File: config.mk
export PLATFORM = sky130hd
export DESIGN_NAME = fm2m_front
export DESIGN_NICKNAME = d
export VERILOG_FILES = /design/src/rtl/core/fm_register_to_midi_tracker_top_defines.svh /design/src/rtl/core/fm2m_pkg.sv /design/src/rtl/core/fm2m_front.sv
export SDC_FILE = /design/constraint.sdc
export NUM_CORES = 1
export LEC_CHECK = 0
export ABC_AREA = 0
export BUFFER_PORTS_ARGS = -buffer_cell sky130_fd_sc_hd__buf_4
export CAP_MARGIN = 5
export CORE_ASPECT_RATIO = 1.1
export CORE_MARGIN = 4
export CORE_UTILIZATION = 56
export DETAILED_ROUTE_END_ITERATION = 7
export MAX_ROUTING_LAYER = met4
export PLACE_DENSITY_LB_ADDON = 0.08
export SLEW_MARGIN = 10
export SYNTH_ARGS = -nofsm -noshare
export SYNTH_HDL_FRONTEND = slang
export SYNTH_SLANG_ARGS = --single-unit
File: constraint.sdc
create_clock -name clk -period 10.59 [get_ports clk]
set_input_delay 1.059 -clock clk [delete_from_list [all_inputs] [get_ports clk]]
set_output_delay 1.059 -clock clk [all_outputs]
set_load 0.005 [all_outputs]
File: src/rtl/core/fm_register_to_midi_tracker_top_defines.svh
// ----------------------------------------------------------------------------
// fm register to midi tracker assertion macros
// shared property shorthands for the tracker's concurrent checks
// ----------------------------------------------------------------------------
`ifndef FM_REGISTER_TO_MIDI_TRACKER_TOP_DEFINES_SVH
`define FM_REGISTER_TO_MIDI_TRACKER_TOP_DEFINES_SVH

// same-cycle implication, checked outside reset
`define FM2M_ASSERT_IMP(lbl, ante, cons) \
    lbl: assert property (@(posedge clk) disable iff (!rst_n) (ante) |-> (cons)) \
        else $error("fm2m same-cycle check failed");

// next-cycle implication, checked outside reset
`define FM2M_ASSERT_NXT(lbl, ante, cons) \
    lbl: assert property (@(posedge clk) disable iff (!rst_n) (ante) |=> (cons)) \
        else $error("fm2m next-cycle check failed");

`endif

File: src/rtl/core/fm2m_pkg.sv
// ----------------------------------------------------------------------------
// fm2m package
// shared types, codes, constant tables and the pitch boundary rom
// ----------------------------------------------------------------------------
`default_nettype none

package fm2m_pkg;

    // patch table geometry
    localparam int PATCH_SLOTS = 256;
    localparam int PATCH_IDX_W = (PATCH_SLOTS > 1) ? $clog2(PATCH_SLOTS) : 1;

    // configuration port
    localparam int CFG_DATA_W  = 9;
    localparam int CFG_IDX_W   = 2;
    localparam logic [CFG_IDX_W-1:0] REG_PATCH_COUNT = 2'd0;
    localparam logic [CFG_IDX_W-1:0] REG_OUTPUT_EN   = 2'd1;

    // input action codes
    localparam logic [2:0] ACT_REG_WRITE  = 3'd0;
    localparam logic [2:0] ACT_PATCH_LOAD = 3'd1;
    localparam logic [2:0] ACT_RESET      = 3'd2;
    localparam logic [2:0] ACT_PANIC      = 3'd3;
    localparam logic [2:0] ACT_NEW_SONG   = 3'd4;

    typedef enum logic [2:0] {
        CMD_NONE,
        CMD_REG_WRITE,
        CMD_PATCH_LOAD,
        CMD_RESET,
        CMD_PANIC,
        CMD_NEW_SONG
    } cmd_t;

    typedef enum logic [1:0] {
        EV_NOTE_OFF = 2'd0,
        EV_NOTE_ON  = 2'd1,
        EV_PROGRAM  = 2'd2,
        EV_ALL_OFF  = 2'd3
    } ev_kind_t;

    // midi and synth constants
    localparam logic [6:0] ALL_NOTES_OFF_CC = 7'd123;
    localparam logic [6:0] DEFAULT_VELOCITY = 7'd100;
    localparam logic [6:0] MAX_MIDI_VALUE   = 7'd127;
    localparam logic [3:0] DRUM_CHANNEL     = 4'd9;
    localparam logic [3:0] LAST_CHANNEL     = 4'd15;
    localparam int         NUM_VOICES       = 9;
    localparam logic [7:0] KEY_REG_FIRST    = 8'hb0;
    localparam logic [7:0] KEY_REG_LAST     = 8'hb8;
    localparam logic [7:0] FNUM_LO_BASE     = 8'ha0;
    localparam logic [7:0] FEEDBACK_BASE    = 8'hc0;
    localparam int         KEY_ON_BIT       = 5;

    // operator offset of each voice
    localparam logic [7:0] OPOFF [NUM_VOICES] = '{
        8'h00, 8'h01, 8'h02, 8'h08, 8'h09, 8'h0a, 8'h10, 8'h11, 8'h12};

    // modulator then carrier register bases of the fingerprint bytes
    localparam logic [7:0] OP_BASE [8] = '{
        8'h20, 8'h60, 8'h80, 8'he0, 8'h23, 8'h63, 8'h83, 8'he3};

    // 2^(j/24) for odd j, scaled by 10^10
    localparam logic [63:0] HALFSTEP [12] = '{
        64'd10293022366, 64'd10905077327, 64'd11553526969, 64'd12240535433,
        64'd12968395547, 64'd13739536475, 64'd14556531828, 64'd15422108254,
        64'd16339154532, 64'd17310731220, 64'd18340080864, 64'd19430638823};

    localparam logic [63:0] BND_DEN = 64'd12429 * 64'd9765625;

    typedef logic [31:0] bnd_tab_t [128];

    // note boundary n with 8 fraction bits, evaluated at elaboration
    function automatic logic [31:0] bnd_calc(input int n);
        int          e;
        int          q;
        int          j;
        logic [63:0] num;
        e   = 2 * n + 5;
        q   = e / 24;
        j   = e % 24;
        num = (64'd110 * HALFSTEP[j >> 1]) << (12 + q);
        return 32'((num + BND_DEN / 2) / BND_DEN);
    endfunction

    function automatic bnd_tab_t bnd_build();
        bnd_tab_t t;
        for (int n = 0; n < 128; n++)
        begin
            t[n] = (n == 0) ? 32'd0 : bnd_calc(n);
        end
        return t;
    endfunction

    localparam bnd_tab_t BND_TAB = bnd_build();

    // shadow address of fetch step k for voice v
    function automatic logic [7:0] fetch_addr(input logic [3:0] v, input logic [3:0] k);
        logic [7:0] a;
        if (k < 4'd8)
            a = OP_BASE[k[2:0]] + OPOFF[v];
        else if (k == 4'd8)
            a = FEEDBACK_BASE + {4'd0, v};
        else
            a = FNUM_LO_BASE + {4'd0, v};
        return a;
    endfunction

    // classified item between front and back
    typedef struct packed {
        cmd_t        cmd;
        logic [7:0]  reg_addr;
        logic [7:0]  reg_value;
        logic [7:0]  patch_slot;
        logic [63:0] patch_op_bytes;
        logic [7:0]  patch_feedback;
        logic [7:0]  patch_instrument;
        logic [7:0]  patch_velocity;
        logic [7:0]  patch_transpose;
    } q_item_t;

    typedef struct packed {
        logic init_busy;
        logic busy;
    } back_stat_t;

endpackage

`default_nettype wire

File: src/rtl/core/fm2m_front.sv
// ----------------------------------------------------------------------------
// fm2m front end
// accepts input beats, classifies the action and queues them for the back end
// ----------------------------------------------------------------------------
`default_nettype none

module fm2m_front
    import fm2m_pkg::*;
(
    input  logic         clk,
    input  logic         rst_n,
    input  logic         hold,
    input  logic         s_tvalid,
    output logic         s_tready,
    input  logic [119:0] s_tdata,
    input  logic [2:0]   s_tuser,
    output q_item_t      q_head,
    output logic         q_valid,
    input  logic         q_pop
);

    q_item_t    mem_reg [2];
    logic       wr_ptr_reg;
    logic       rd_ptr_reg;
    logic [1:0] cnt_reg;
    q_item_t    item;
    logic       push;

    // classify the action
    always_comb
    begin
        item                  = '0;
        item.reg_addr         = s_tdata[7:0];
        item.reg_value        = s_tdata[15:8];
        item.patch_slot       = s_tdata[23:16];
        item.patch_op_bytes   = s_tdata[87:24];
        item.patch_feedback   = s_tdata[95:88];
        item.patch_instrument = s_tdata[103:96];
        item.patch_velocity   = s_tdata[111:104];
        item.patch_transpose  = s_tdata[119:112];
        unique case (s_tuser)
            ACT_REG_WRITE:  item.cmd = CMD_REG_WRITE;
            ACT_PATCH_LOAD: item.cmd = CMD_PATCH_LOAD;
            ACT_RESET:      item.cmd = CMD_RESET;
            ACT_PANIC:      item.cmd = CMD_PANIC;
            ACT_NEW_SONG:   item.cmd = CMD_NEW_SONG;
            default:        item.cmd = CMD_NONE;
        endcase
    end

    assign s_tready = (cnt_reg != 2'd2) && !hold;
    assign push     = s_tvalid && s_tready;
    assign q_valid  = (cnt_reg != 2'd0);
    assign q_head   = mem_reg[rd_ptr_reg];

    // two-entry queue storage
    always_ff @(posedge clk)
    begin
        if (push)
        begin
            mem_reg[wr_ptr_reg] <= item;
        end
    end

    // queue pointers
    always_ff @(posedge clk or negedge rst_n)
    begin
        if (!rst_n)
        begin
            wr_ptr_reg <= 1'b0;
            rd_ptr_reg <= 1'b0;
            cnt_reg    <= 2'd0;
        end
        else
        begin
            if (push)
                wr_ptr_reg <= !wr_ptr_reg;
            if (q_pop)
                rd_ptr_reg <= !rd_ptr_reg;
            if (push && !q_pop)
                cnt_reg <= cnt_reg + 2'd1;
            else if (q_pop && !push)
                cnt_reg <= cnt_reg - 2'd1;
        end
    end

endmodule

`default_nettype wire

==> load_flow_metrics.sql <==
INSERT INTO impl_metrics (metric_group, metric, value, unit) VALUES
('status', 'outcome', 'complete, no violations', ''),
('sta', 'worstMarginPinSlew', '1185', 'ps'),
('clock_network', 'cts_tree', 'built', ''),
('worst_setup_path', 'crit_path_end_kind', 'primary output', ''),
('clock_network', 'cts_made_buffers', '24', ''),
('floorplan', 'initial_core_util', '57.20', '%'),
('clock_network', 'postCtsHoldBufs', '0', ''),
('sta', 'fmax', '0.2376', 'GHz'),
('yosys', 'mappedNetlistArea', '0.009363', 'sq mm'),
('worst_setup_path', 'critical_path.n_buffers_inverters', '2', ''),
('drt', 'drcViolationCount', '0', ''),
('final_layout', 'largest_register_ff_count', '246', ''),
('yosys', 'netlist_instances', '408', ''),
('worst_setup_path', 'critical_path.top_delay_family', 'flip-flops', ''),
('floorplan', 'die_w', '131.3', 'microns'),
('run', 'maxCapViolations', '0', ''),
('drt', 'ant_nets', '0', ''),
('floorplan', 'die_area', '0.01885', 'sq mm'),
('yosys', 'synth_sequential_area_ratio', '79.97', '%'),
('final_layout', 'multi_input_area', '0.001762', 'sq mm'),
('sta', 'rel_slew_slack', '21.02', '%'),
('grt', 'first_global_vias', '4860', ''),
('drt', 'routed_via_density', '5.192', ''),
('drt', 'drt_pre_antenna_iters', '4', ''),
('worst_setup_path', 'worstPathArrival', '3150', 'ps'),
('yosys', 'synth_largest_area_cell', 'edfxtp_1', ''),
('placed_design', 'detailedPlace.worstSlack', '6879', 'ps'),
('grt', 'grt_antenna_before_repair', '0', ''),
('drt', 'finalWirelength', '17490', 'microns'),
('power_and_ir_drop', 'leakagePower', '4.667', 'nW'),
('grt', 'grt_remaining_overflow', '0', ''),
('clock_network', 'cts-resized-gates', '0', ''),
('final_layout', 'area_growth_syn_to_layout', '29.45', '%'),
('worst_setup_path', 'crit_type', 'flop to primary output', ''),
('worst_setup_path', 'critical_path.slowest_cell', 'dfrtp_4', ''),
('final_layout', 'share_of_post_route_cells_with_drive_strength_above_1', '59.33', '%'),
('yosys', 'syn-num-nets', '537', ''),
('final_layout', 'final_cell_area', '0.01212', 'sq mm'),
('drt', 'detail_route.iter0.violations', '212', ''),
('sta', 'skew', '5.708', 'ps'),
('sta', 'finalCriticalPeriod', '4209', 'ps'),
('clock_network', 'clock_tree.root_cell', 'clkbuf_16', ''),
('floorplan', 'floorplan.die.height', '143.6', 'microns'),
('yosys', 'synth.distinct_cells', '18', ''),
('yosys', 'synth_warnings', '0', ''),
('sta', 'timing_hold_violations_final', '0', ''),
('power_and_ir_drop', 'max-vdd-ir-drop', '0.0001631', 'V'),
('yosys', 'postSynthAreaPerCell', '22.95', 'sq um'),
('final_layout', 'fill_cells', '989', ''),
('worst_setup_path', 'start_kind', 'flop', ''),
('floorplan', 'design.portCount', '253', ''),
('drt', 'vias', '4647', ''),
('yosys', 'ys_top_cells_by_area', 'edfxtp_1 (79%), mux2_4 (9.6%), mux2_2 (7.6%), dfrtp_1 (1.1%), buf_6 (0.96%)', ''),
('clock_network', 'clk_pin_slew', '60', 'ps'),
('placed_design', 'routabilityCongestion', '0.7355', ''),
('sta', 'setup_violations', '0', ''),
('worst_hold_path', 'worst_hold_path_type', 'primary input to async pin', ''),
('clock_network', 'cts_buffer_depth', '3', ''),
('sta', 'rsz0062_at_grt', 'false', ''),
('sta', 'drv_slew', '0', ''),
('clock_network', 'cts.sinks', '250', ''),
('grt', 'grt_max_degree', '80', ''),
('worst_setup_path', 'critical_path.cell_chain', 'buf_4 -> mux2_2 -> buf_4', ''),
('sta', 'finalWorstSetupSlack', '6381', 'ps'),
('placed_design', 'detailed_place_hpwl', '11730', 'microns'),
('worst_setup_path', 'crit_top_cell', 'buf_4', ''),
('final_layout', 'final_net_count', '805', ''),
('placed_design', 'port_buffers', '252', ''),
('clock_network', 'worstSkewPairLatency', '490', 'ps'),
('drt', 'routedWlPerCell', '19.54', 'microns'),
('worst_setup_path', 'cp.required', '9530', 'ps');
[routing by layer]
metal  part of all wire (%)  vias to the layer above  routed length [microns]  GRT usage [%]
li1                       -                     2149                        -              -
met1                     39                     2284                     6769          22.35
met2                     52                      194                     9011          31.11
met3                    8.3                       20                     1443          4.937
met4                    1.5                        0                      260          4.478
met5                      0                        -                        0              -
[worst reg2reg max path, cell delays in order (launching register included)]
cell and delay [ps]:
dfrtp_1 400, nor2b_1 180, nor3b_4 290, and2_4 730, buf_4 860
[final cells by class]
class,count,area share (%)
clock buffer,35,5.471
clock inverter,6,0.1961
inverter,1,0.03097
multi-input combinational,143,14.53
sequential,250,61.80
tap,204,2.106
timing repair buffer,256,15.86
[metrics by stage]
stage	total power (W)	instances	hold WS, ps	utilization [%]
floorplan	0.001789	408	447.4	-
global placement	0.002126	854	467.3	69.85
detailed placement	0.002146	854	478.0	69.85
CTS	0.002894	895	331.1	74.04
global route	0.002993	895	324.8	74.04
finish	0.002858	895	351.1	74.04
[cell usage after synthesis]
library cell,number
or2_2,1
buf_2,6
inv_1,1
nor2b_1,2
ha_1,1
xnor2_1,2
mux2_4,60
edfxtp_1,246
and2_1,1
xor2_1,4
a21oi_1,1
mux2_2,63
buf_6,8
o21ai_0,1
nor2_1,4
nand2_1,2
dfrtp_1,4
nor3b_4,1
[cells by family (layout without fill, tap and decap cells)]
logic type | after synthesis | after routing | share of synthesized area, %
AOI/OAI and AO/OA | 2 | 2 | 0.1068
xor gates and xnor gates | 6 | 6 | 0.5613
adders and majority gates | 1 | 1 | 0.1336
buffers and inverters | 15 | 298 | 1.323
DFF | 250 | 250 | 79.97
muxes | 123 | 123 | 17.20
and+or+nand+nor | 11 | 11 | 0.7083
[cell usage in the layout, fill, tap and decap left out, drive strengths merged, types with 2 or more instances in the layout]
cell type	synthesis	layout
xor2	4	4
buf	14	256
clkinv	0	6
nor2	4	4
mux2	123	123
nand2	2	2
clkbuf	0	35
dfrtp	4	4
nor2b	2	2
edfxtp	246	246
xnor2	2	2
[where the power goes]
part / internal [W] / switching, W / total, W
sequential: 0.00123 / 0.0000970 / 0.00133
clock: 0.000430 / 0.000315 / 0.000745
combinational: 0.000493 / 0.000290 / 0.000783
total: 0.00216 / 0.000702 / 0.00286
[worst paths after layout]
kind	start	end	slack [ps]	cells past startpoint
min in group clk	cnt_reg[1]	cnt_reg[1]	500	1
setup / recovery	rd_ptr_reg	q_head[3]	6380	3
hold / removal	rst_n	cnt_reg[1]	350	1
max in group asynchronous	rst_n	rd_ptr_reg	10130	1
hold reg to reg	cnt_reg[1]	cnt_reg[1]	500	1
setup reg to reg	cnt_reg[1]	mem_reg[1][10]	7700	4
Note: power is estimated with default switching activity, not from simulation.
